<file path="src/hdl/three_sensor_calibrate_and_steer_unit_defines.svh">
// Shared assertion macros for the light-steering unit.
// Each expects signals named clock and reset in the scope of use.
`ifndef THREE_SENSOR_CALIBRATE_AND_STEER_UNIT_DEFINES_SVH
`define THREE_SENSOR_CALIBRATE_AND_STEER_UNIT_DEFINES_SVH

// Same-cycle implication.
`define TSCS_ASSERT_NOW(label, ante, cons, msg) \
   label: assert property (@(posedge clock) disable iff (reset) (ante) |-> (cons)) \
      else $error(msg);

// Next-cycle implication.
`define TSCS_ASSERT_NEXT(label, ante, cons, msg) \
   label: assert property (@(posedge clock) disable iff (reset) (ante) |=> (cons)) \
      else $error(msg);

`endif

</file>
<file path="src/hdl/tscs_pkg.sv">
package tscs_pkg;

   // Sample width of each converter channel
   localparam int SAMPLE_BITS = 10;
   // Threshold is signed and one bit wider than a sample
   localparam int THR_BITS    = SAMPLE_BITS + 1;
   localparam int COUNT_BITS  = 16;
   localparam int OFFSET_BITS = 8;
   localparam int MARGIN_BITS = 8;

   // Configuration port
   localparam int CSR_INDEX_BITS = 2;
   localparam int CSR_DATA_BITS  = 16;

   localparam logic [COUNT_BITS-1:0]  CAL_SAMPLES_RESET = COUNT_BITS'(50000);
   localparam logic [OFFSET_BITS-1:0] OFFSET_RESET      = OFFSET_BITS'(30);
   localparam logic [MARGIN_BITS-1:0] MARGIN_RESET      = MARGIN_BITS'(50);

   typedef logic [SAMPLE_BITS-1:0] sample_type;
   typedef logic signed [THR_BITS-1:0] thr_type;

   typedef enum logic [CSR_INDEX_BITS-1:0] {
      CSR_CAL_SAMPLES = 2'd0,
      CSR_THR_OFFSET  = 2'd1,
      CSR_MARGIN      = 2'd2
   } csr_index_type;

   typedef enum logic [1:0] {
      DIR_STOP     = 2'd0,
      DIR_STRAIGHT = 2'd1,
      DIR_LEFT     = 2'd2,
      DIR_RIGHT    = 2'd3
   } dir_type;

   // Bridge bits b3..b0
   localparam logic [3:0] PAT_STOP     = 4'd0;
   localparam logic [3:0] PAT_STRAIGHT = 4'd10;
   localparam logic [3:0] PAT_LEFT     = 4'd9;
   localparam logic [3:0] PAT_RIGHT    = 4'd6;

   // Control from the phase controller to the lanes and the merge stage
   typedef struct packed {
      logic                   calibrating;
      logic                   update;
      thr_type                threshold;
      logic [MARGIN_BITS-1:0] margin;
   } ctrl_type;

   function automatic logic [3:0] pattern_of(dir_type dir);
      logic [3:0] pat;
      case (dir)
         DIR_STRAIGHT: pat = PAT_STRAIGHT;
         DIR_LEFT:     pat = PAT_LEFT;
         DIR_RIGHT:    pat = PAT_RIGHT;
         default:      pat = PAT_STOP;
      endcase
      return pat;
   endfunction

endpackage

</file>
<file path="src/hdl/tscs_req_if.sv">
interface tscs_req_if;
   import tscs_pkg::*;

   logic       valid;
   logic       ready;
   sample_type sample_left;
   sample_type sample_center;
   sample_type sample_right;

   modport source (output valid, output sample_left, output sample_center,
                   output sample_right, input ready);
   modport sink   (input valid, input sample_left, input sample_center,
                   input sample_right, output ready);
endinterface

</file>
<file path="src/hdl/tscs_rsp_if.sv">
interface tscs_rsp_if;
   import tscs_pkg::*;

   logic       valid;
   logic       ready;
   logic       calibrating;
   logic [1:0] direction;
   logic [3:0] motor_pattern;
   thr_type    threshold_level;

   modport source (output valid, output calibrating, output direction,
                   output motor_pattern, output threshold_level, input ready);
   modport sink   (input valid, input calibrating, input direction,
                   input motor_pattern, input threshold_level, output ready);
endinterface

</file>
<file path="src/hdl/tscs_lane.sv">
// One sensor channel: running minimum plus win test against the other two
module tscs_lane (
   input  logic                  clock,
   input  logic                  reset,
   input  tscs_pkg::ctrl_type    ctl,
   input  tscs_pkg::sample_type  sample_own,
   input  tscs_pkg::sample_type  sample_a,
   input  tscs_pkg::sample_type  sample_b,
   output tscs_pkg::sample_type  min_next,
   output logic                  win
);
   import tscs_pkg::*;

   sample_type               min_ff;
   logic [SAMPLE_BITS:0]     own_plus_margin;
   logic                     below_thr;

   // Minimum after this word
   assign min_next = (ctl.update && (sample_own < min_ff)) ? sample_own : min_ff;

   always_ff @(posedge clock) begin
      if (reset) begin
         min_ff <= '1;
      end else begin
         min_ff <= min_next;
      end
   end

   // own < other - margin  <=>  own + margin < other
   assign own_plus_margin = {1'b0, sample_own} + (SAMPLE_BITS+1)'(ctl.margin);
   assign below_thr       = $signed({1'b0, sample_own}) < ctl.threshold;

   assign win = below_thr
             && (own_plus_margin < {1'b0, sample_a})
             && (own_plus_margin < {1'b0, sample_b});

endmodule

</file>
<file path="src/hdl/tscs_ctrl.sv">
// Phase control: config registers, calibration count, threshold
module tscs_ctrl (
   input  logic                                   clock,
   input  logic                                   reset,
   input  logic                                   csr_write_enable,
   input  logic [tscs_pkg::CSR_INDEX_BITS-1:0]    csr_index,
   input  logic [tscs_pkg::CSR_DATA_BITS-1:0]     csr_write_data,
   input  logic                                   accept,
   input  tscs_pkg::sample_type                   min_left,
   input  tscs_pkg::sample_type                   min_center,
   input  tscs_pkg::sample_type                   min_right,
   output tscs_pkg::ctrl_type                     ctl
);
   import tscs_pkg::*;

   `include "three_sensor_calibrate_and_steer_unit_defines.svh"

   logic [COUNT_BITS-1:0]  cal_samples_ff;
   logic [OFFSET_BITS-1:0] offset_ff;
   logic [MARGIN_BITS-1:0] margin_ff;
   logic [COUNT_BITS-1:0]  count_ff;
   logic [COUNT_BITS-1:0]  count_in;
   thr_type                thr_ff;
   logic                   running_ff;

   logic                   cal_item;
   logic                   form;
   sample_type             least;
   thr_type                new_thr;

   // Config writes; an index past the list is dropped
   always_ff @(posedge clock) begin
      if (reset) begin
         cal_samples_ff <= CAL_SAMPLES_RESET;
         offset_ff      <= OFFSET_RESET;
         margin_ff      <= MARGIN_RESET;
      end else if (csr_write_enable) begin
         case (csr_index)
            CSR_CAL_SAMPLES: cal_samples_ff <= csr_write_data[COUNT_BITS-1:0];
            CSR_THR_OFFSET:  offset_ff      <= csr_write_data[OFFSET_BITS-1:0];
            CSR_MARGIN:      margin_ff      <= csr_write_data[MARGIN_BITS-1:0];
            default: ;
         endcase
      end
   end

   // Phase decision for the word at the input
   always_comb begin
      cal_item = !running_ff && (count_ff < cal_samples_ff);
      count_in = count_ff + COUNT_BITS'(1);
      form     = !running_ff && (!cal_item || (count_in >= cal_samples_ff));
      least    = min_left;
      if (min_center < least) least = min_center;
      if (min_right < least) least = min_right;
      new_thr  = $signed({1'b0, least}) - $signed({{(THR_BITS-OFFSET_BITS){1'b0}}, offset_ff});
   end

   always_ff @(posedge clock) begin
      if (reset) begin
         count_ff   <= '0;
         thr_ff     <= '0;
         running_ff <= 1'b0;
      end else if (accept) begin
         if (cal_item) count_ff <= count_in;
         if (form) begin
            thr_ff     <= new_thr;
            running_ff <= 1'b1;
         end
      end
   end

   assign ctl.calibrating = cal_item;
   assign ctl.update      = accept && cal_item;
   assign ctl.threshold   = form ? new_thr : thr_ff;
   assign ctl.margin      = margin_ff;

   `TSCS_ASSERT_NEXT(a_run_sticky, running_ff, running_ff, "run phase left without reset")
   `TSCS_ASSERT_NEXT(a_thr_frozen, running_ff, $stable(thr_ff), "threshold moved in run phase")
   `TSCS_ASSERT_NEXT(a_form_enters_run, accept && form, running_ff && (thr_ff == $past(new_thr)),
      "threshold formed but run phase not entered")

endmodule

</file>
<file path="src/hdl/tscs_merge.sv">
// Priority merge of the lane wins and the result output register
module tscs_merge (
   input  logic                clock,
   input  logic                reset,
   input  logic                accept,
   input  tscs_pkg::ctrl_type  ctl,
   input  logic                win_left,
   input  logic                win_center,
   input  logic                win_right,
   output logic                load_ok,
   tscs_rsp_if.source          rsp
);
   import tscs_pkg::*;

   `include "three_sensor_calibrate_and_steer_unit_defines.svh"

   logic       valid_ff;
   logic       cal_ff;
   dir_type    dir_ff;
   dir_type    dir_in;
   thr_type    thr_ff;

   // Center first, then channel 0, then channel 2
   always_comb begin
      if (ctl.calibrating) dir_in = DIR_STOP;
      else if (win_center) dir_in = DIR_STRAIGHT;
      else if (win_left)   dir_in = DIR_LEFT;
      else if (win_right)  dir_in = DIR_RIGHT;
      else                 dir_in = DIR_STOP;
   end

   // Output register takes a new word whenever the old one leaves
   assign load_ok = !valid_ff || rsp.ready;

   always_ff @(posedge clock) begin
      if (reset) begin
         valid_ff <= 1'b0;
      end else if (accept) begin
         valid_ff <= 1'b1;
      end else if (rsp.ready) begin
         valid_ff <= 1'b0;
      end
   end

   always_ff @(posedge clock) begin
      if (accept) begin
         cal_ff <= ctl.calibrating;
         dir_ff <= dir_in;
         thr_ff <= ctl.threshold;
      end
   end

   assign rsp.valid           = valid_ff;
   assign rsp.calibrating     = cal_ff;
   assign rsp.direction       = dir_ff;
   assign rsp.motor_pattern   = pattern_of(dir_ff);
   assign rsp.threshold_level = thr_ff;

   `TSCS_ASSERT_NEXT(a_cal_stops, accept && ctl.calibrating, dir_ff == DIR_STOP,
      "calibration word steered")
   `TSCS_ASSERT_NOW(a_accept_room, accept, load_ok, "word loaded over a pending result")

endmodule

</file>
<file path="src/hdl/three_sensor_calibrate_and_steer_unit.sv">
// Latency: a result word is valid the cycle after its input word is accepted.
// Throughput: one word per cycle; the output register refills while it drains,
// so only a stalled result holds off the input.
// Reset (synchronous, active high): minima to all ones, count and threshold to
// zero, calibration phase, config registers to 50000 / 30 / 50; no clear pass.
module three_sensor_calibrate_and_steer_unit (
   input  logic                                clock,
   input  logic                                reset,
   tscs_req_if.sink                            req_channel,
   tscs_rsp_if.source                          rsp_channel,
   input  logic                                csr_write_enable,
   input  logic [tscs_pkg::CSR_INDEX_BITS-1:0] csr_index,
   input  logic [tscs_pkg::CSR_DATA_BITS-1:0]  csr_write_data
);
   import tscs_pkg::*;

   ctrl_type   ctl;
   logic       accept;
   logic       load_ok;
   sample_type min_left;
   sample_type min_center;
   sample_type min_right;
   logic       win_left;
   logic       win_center;
   logic       win_right;

   assign req_channel.ready = load_ok;
   assign accept            = req_channel.valid && load_ok;

   tscs_ctrl u_ctrl (
      .clock            (clock),
      .reset            (reset),
      .csr_write_enable (csr_write_enable),
      .csr_index        (csr_index),
      .csr_write_data   (csr_write_data),
      .accept           (accept),
      .min_left         (min_left),
      .min_center       (min_center),
      .min_right        (min_right),
      .ctl              (ctl)
   );

   // Three lanes, one per sensor
   tscs_lane u_lane_left (
      .clock      (clock),
      .reset      (reset),
      .ctl        (ctl),
      .sample_own (req_channel.sample_left),
      .sample_a   (req_channel.sample_center),
      .sample_b   (req_channel.sample_right),
      .min_next   (min_left),
      .win        (win_left)
   );

   tscs_lane u_lane_center (
      .clock      (clock),
      .reset      (reset),
      .ctl        (ctl),
      .sample_own (req_channel.sample_center),
      .sample_a   (req_channel.sample_left),
      .sample_b   (req_channel.sample_right),
      .min_next   (min_center),
      .win        (win_center)
   );

   tscs_lane u_lane_right (
      .clock      (clock),
      .reset      (reset),
      .ctl        (ctl),
      .sample_own (req_channel.sample_right),
      .sample_a   (req_channel.sample_left),
      .sample_b   (req_channel.sample_center),
      .min_next   (min_right),
      .win        (win_right)
   );

   tscs_merge u_merge (
      .clock      (clock),
      .reset      (reset),
      .accept     (accept),
      .ctl        (ctl),
      .win_left   (win_left),
      .win_center (win_center),
      .win_right  (win_right),
      .load_ok    (load_ok),
      .rsp        (rsp_channel)
   );

endmodule

</file>
<file path="src/flat_wrapper.sv">
// flat-port wrapper written by rule: the top's interface ports become plain ports
module three_sensor_calibrate_and_steer_unit_flat import tscs_pkg::*;
  (clock, reset, csr_write_enable, csr_index, csr_write_data, req_channel_valid, req_channel_sample_left, req_channel_sample_center, req_channel_sample_right, req_channel_ready, rsp_channel_valid, rsp_channel_calibrating, rsp_channel_direction, rsp_channel_motor_pattern, rsp_channel_threshold_level, rsp_channel_ready);
  tscs_req_if req_channel_i ();
  tscs_rsp_if rsp_channel_i ();
  input  logic clock;
  input  logic reset;
  input  logic csr_write_enable;
  input  logic [tscs_pkg::CSR_INDEX_BITS-1:0] csr_index;
  input  logic [tscs_pkg::CSR_DATA_BITS-1:0] csr_write_data;
  input wire logic [$bits(req_channel_i.valid)-1:0] req_channel_valid;
  input wire logic [$bits(req_channel_i.sample_left)-1:0] req_channel_sample_left;
  input wire logic [$bits(req_channel_i.sample_center)-1:0] req_channel_sample_center;
  input wire logic [$bits(req_channel_i.sample_right)-1:0] req_channel_sample_right;
  output wire logic [$bits(req_channel_i.ready)-1:0] req_channel_ready;
  output wire logic [$bits(rsp_channel_i.valid)-1:0] rsp_channel_valid;
  output wire logic [$bits(rsp_channel_i.calibrating)-1:0] rsp_channel_calibrating;
  output wire logic [$bits(rsp_channel_i.direction)-1:0] rsp_channel_direction;
  output wire logic [$bits(rsp_channel_i.motor_pattern)-1:0] rsp_channel_motor_pattern;
  output wire logic [$bits(rsp_channel_i.threshold_level)-1:0] rsp_channel_threshold_level;
  input wire logic [$bits(rsp_channel_i.ready)-1:0] rsp_channel_ready;
  assign req_channel_i.valid = req_channel_valid;
  assign req_channel_i.sample_left = req_channel_sample_left;
  assign req_channel_i.sample_center = req_channel_sample_center;
  assign req_channel_i.sample_right = req_channel_sample_right;
  assign req_channel_ready = req_channel_i.ready;
  assign rsp_channel_valid = rsp_channel_i.valid;
  assign rsp_channel_calibrating = rsp_channel_i.calibrating;
  assign rsp_channel_direction = rsp_channel_i.direction;
  assign rsp_channel_motor_pattern = rsp_channel_i.motor_pattern;
  assign rsp_channel_threshold_level = rsp_channel_i.threshold_level;
  assign rsp_channel_i.ready = rsp_channel_ready;
  three_sensor_calibrate_and_steer_unit u_core (.clock(clock), .reset(reset), .req_channel(req_channel_i), .rsp_channel(rsp_channel_i), .csr_write_enable(csr_write_enable), .csr_index(csr_index), .csr_write_data(csr_write_data));
endmodule
</file>
<file path="config.mk">
export PLATFORM = sky130hd
export DESIGN_NAME = three_sensor_calibrate_and_steer_unit_flat
export DESIGN_NICKNAME = d
export VERILOG_FILES = /design/src/hdl/tscs_pkg.sv /design/src/hdl/tscs_req_if.sv /design/src/hdl/tscs_rsp_if.sv /design/src/hdl/tscs_lane.sv /design/src/hdl/tscs_ctrl.sv /design/src/hdl/tscs_merge.sv /design/src/hdl/three_sensor_calibrate_and_steer_unit.sv /design/src/flat_wrapper.sv
export VERILOG_INCLUDE_DIRS = /design/src /design/src/hdl
export SDC_FILE = /design/constraint.sdc
export NUM_CORES = 1
export LEC_CHECK = 0
export BUFFER_PORTS_ARGS = -buffer_cell sky130_fd_sc_hd__clkbuf_2
export CORE_MARGIN = 2
export CORE_UTILIZATION = 62
export DETAILED_ROUTE_END_ITERATION = 12
export HOLD_SLACK_MARGIN = 0.12
export PLACE_DENSITY = 0.81
export SLEW_MARGIN = 10
export SYNTH_ARGS = -nofsm -noshare
export SYNTH_HDL_FRONTEND = slang
export SYNTH_SLANG_ARGS = --single-unit
</file>
<file path="constraint.sdc">
create_clock -name clock -period 12.8 [get_ports clock]
set_input_delay 2.56 -clock clock [delete_from_list [all_inputs] [get_ports clock]]
set_output_delay 2.56 -clock clock [all_outputs]
set_load 0.005 [all_outputs]
</file>
==> metrics.md <==
| Metric | Value |
|---|---|
| Status | complete, no violations |
| Largest net degree at the start of global routing | 92 |
| Hold path start | u_core.u_ctrl.cal_samples_ff[10] |
| Leakage | around 0.0055 uW |
| Total number of vias | ~8400 |
| Mapped Area | just under 10000 um2 |
| DIE AREA | between 15000 and 20000 um2 |
| Fin. max-slew vios | 0 |
| Worst slew margin | 35.5% |
| Share of layout cells above drive strength 1 | 11.0% |
| Worst EP required | 12920 ps |
| Largest family of logic cells by synthesized area | adder cells |
| Slowest stage delay, CP | 440 ps |
| Vias in the first global route | 8070 |
| Initial antenna violation count | 0 |
| Setup violations, final | 0 |
| # hold bufs at CTS | 0 |
| CTS Buf Count | 9 |
| Sequential power share | between 20% and 30% |
| IO Port Bufs | 72 |
| Clk buf depth | 2 |
| Clk slew on worst S/H paths | 70 ps |
| Nets | about 1500 |
| Post-Synth Adder-Cell Area | 25.1% |
| CTS tree | yes |
| Overall routing resource usage | 31.5% |
| Starting DRT DRC Count | 546 |
| Ports | 73 |
| Post-Syn Instances | 1147 |
| Hpwl dp | around 21000 um |
| Share of the synthesized area in the top cell type | 24.2% |
| Root Driver | clkbuf_16 |
| Sw power | 532 uW |
| GRT overflow | 0 |
| Cell Int Power | 773 uW |
| Area Growth Syn to Fin | 8.52% |
| Most common cell after layout, fill and taps aside | ha_1 |
| Vias per inst | 5.99 |
| Post-synth EDFFs | 14 |
| Fin crit period | roughly 12000 ps |
| Setup tns final | 0 ps |
| Core area | 15200 um2 |
| #FFs+latches synth | 105 |
| Simple-gate portion of the synthesized area | around 15% |
| Post-synthesis xor/xnor area fraction | under 10% |
| Synth Warn # | 0 |
| DRC | 0 |
| Chip width | 129 um |
| Most used DFF post-synth | dfxtp_1 |
| Dominant cells by area after synthesis | ha_1 24%, dfxtp_1 19%, inv_1 5.2% |
| Worst Max-Slew Pin Slew | 968 ps |
| Clock Skew | between 10 and 15 ps |
| Routed Antenna Nets | 0 |
| Most frequent cells in the layout | 187 x ha_1, 134 x inv_1, 93 x nand2_1 |
| Complex-gate fraction of the synthesized area | 20.5% |
| Sw Ratio | 40.8% |
| Crit path DAT | 11940 ps |
| FMAX | 0.0846 GHz |
| Num rows | 45 |
| Clock power share | a little over a fifth |
| Final period utilization | 92.3% |
| Startpoint Class | primary input |
| Crit path kind | primary input to register |
| Peak supply drop | about 100 uV |
| Routed wire length | 25400 um |
| Avg WL per Cell | 18.1 um |
| Mean Syn Cell Area | 8.43 um2 |
| CP endpoint kind | register |
| Ys async rst share | 0% |
| Crit-path max FO | 22 |
| Critical Path Source | req_channel_sample_left[2] |
| Chip height | 129 um |
| Final Power | 1310 uW |
| Synth area leader | ha_1 |
| # clock sinks | between 100 and 150 |
| Most repeated library cell on the critical path | ha_1 |
| Post-synthesis sequential area ratio | 23.2% |
| Clock latency on the worst-skew pair | 360 ps |
| Worst reg2reg startpoint | u_core.u_ctrl.count_ff[13] |
| Antenna diodes | 0 |
| Post-synthesis mux area share | 3.47% |
| Min-Delay Path Class | register to register |
| H-tree levels | 3 |
| RSZ-0062 raised after global routing | no |
| Crit-path slowest cell | a2111o_1 |
| Detailed Routing Iterations Pass 1 | 5 |
| First-pass GRT wire length | 40400 um |
| Max_cap viols | 0 |
| Fill count | about 1300 |
| Starting Density | 63.6% |
| Final Hold Vio Count | 0 |
| Routability cong. | a little over 0.9 |
| Post-synth net total | about 1400 |
| Yosys cell types | 79 |
| PwrDens | 124 nW/um2 |
| Combinational Power Share | 50.3% |
[worst max-delay path: cells and delay by family]
family / cells / cell delay (ps)
AOI/OAI and AO/OA: 26 / 5700
adders and majority gates: 6 / 1750
and+or+nand+nor: 6 / 1000
buffers and inverters: 1 / 120
muxes: 3 / 780
[cells in the mapped netlist, types with 3 or more instances]
cell / number
or2_2: 4
nor3_1: 11
mux2i_1: 23
clkbuf_1: 22
dfxtp_1: 91
buf_6: 5
edfxtp_1: 14
nand2b_1: 35
and3_1: 12
a211o_1: 10
inv_1: 134
xor2_1: 27
a211oi_1: 11
o21a_1: 14
o21ai_0: 37
nand3_1: 14
ha_1: 187
nor4_1: 3
o211ai_1: 4
mux2_2: 8
nor2_1: 85
a2111oi_0: 3
o21ai_1: 4
o2111ai_1: 4
xnor2_1: 35
o21bai_1: 14
a21boi_0: 4
nand2_1: 93
nand3b_1: 5
or3_1: 4
nand4_1: 10
a21oi_1: 84
a21o_1: 61
nor2b_1: 12
o31ai_1: 4
and2_1: 3
fa_1: 4
[logic make-up (layout without fill, tap and decap cells)]
family	count (synthesis)	after routing
AND/OR/NAND/NOR	303	303
AO/OA/AOI/OAI	288	288
adder cells (fa/ha/maj)	192	192
buffers and inverters	165	231
flip-flops	105	105
XOR/XNOR	62	62
multiplexers	32	32
[per-stage QoR]
stage / cell area [um2] / cells / setup WS, ps / hold WS [ps] / util [%]
2_1_floorplan: 9670 / 1147 / 1450 / 436 / -
3_3_place_gp: 10200 / 1385 / 546 / 444 / 66.9
3_5_place_dp: 10200 / 1385 / 380 / 449 / 66.9
4_1_cts: 10500 / 1401 / 716 / 459 / 68.9
5_1_grt: 10500 / 1401 / 142 / 478 / 69.0
6_report: 10500 / 1401 / 982 / 454 / 69.0
[state kept, by name, summed over array words and instances (netlist names)]
signal,count
u_core.u_ctrl.thr_ff,11
u_core.u_merge.rsp.direction,2
u_core.u_merge.rsp.calibrating,1
u_core.u_lane_right.min_ff,10
u_core.u_ctrl.count_ff,16
u_core.u_ctrl.running_ff,1
u_core.u_merge.rsp.threshold_level,11
u_core.u_ctrl.offset_ff,8
u_core.u_lane_center.min_ff,10
u_core.u_merge.rsp.valid,1
u_core.u_ctrl.cal_samples_ff,16
u_core.u_ctrl.margin_ff,8
u_core.u_lane_left.min_ff,10
[worst paths after layout]
path | cells past startpoint | slack, ps | end
max | 42 | 980 | u_core.u_merge.rsp.direction[0]
min reg2reg | 2 | 450 | u_core.u_ctrl.cal_samples_ff[10]
min | 2 | 450 | u_core.u_ctrl.cal_samples_ff[10]
max reg2reg | 43 | 2640 | u_core.u_merge.rsp.direction[0]
[layout make-up]
cell class | instances | area [um2] | area share, %
clock inverter | 6 | 72.6 | 0.692
clock buffer | 10 | 230 | 2.19
tap | 188 | 235 | 2.24
multi-input combinational | 877 | 6780 | 64.7
sequential | 105 | 2240 | 21.4
timing repair buffer | 80 | 420 | 4.01
inverter | 135 | 507 | 4.83
[per-layer routing]
metal	global-route usage [%]	wire length (um)	vias up	share of wire, %
met5	0	0	-	0
met4	15.0	1180	0	4.6
met3	6.28	1610	75	6.3
met2	53.1	11800	254	47
met1	38.7	10800	3923	42
li1	-	-	4136	-
[power groups by stage]
| stage | sequential (uW) | clock [uW] | combinational, uW |
|---|---|---|---|
| detailed placement | 369 | 0 | 641 |
| finish | 361 | 288 | 656 |
| CTS | 361 | 291 | 645 |
| global route | 363 | 304 | 731 |
| global placement | 368 | 0 | 629 |
| floorplan | 365 | 0 | 485 |
[repair_timing]
action,CTS,global route
resized for setup,0,5
setup endpoints to repair,0,2
buffers inserted,0,0
No activity file was read; power rests on OpenSTA's default activity.
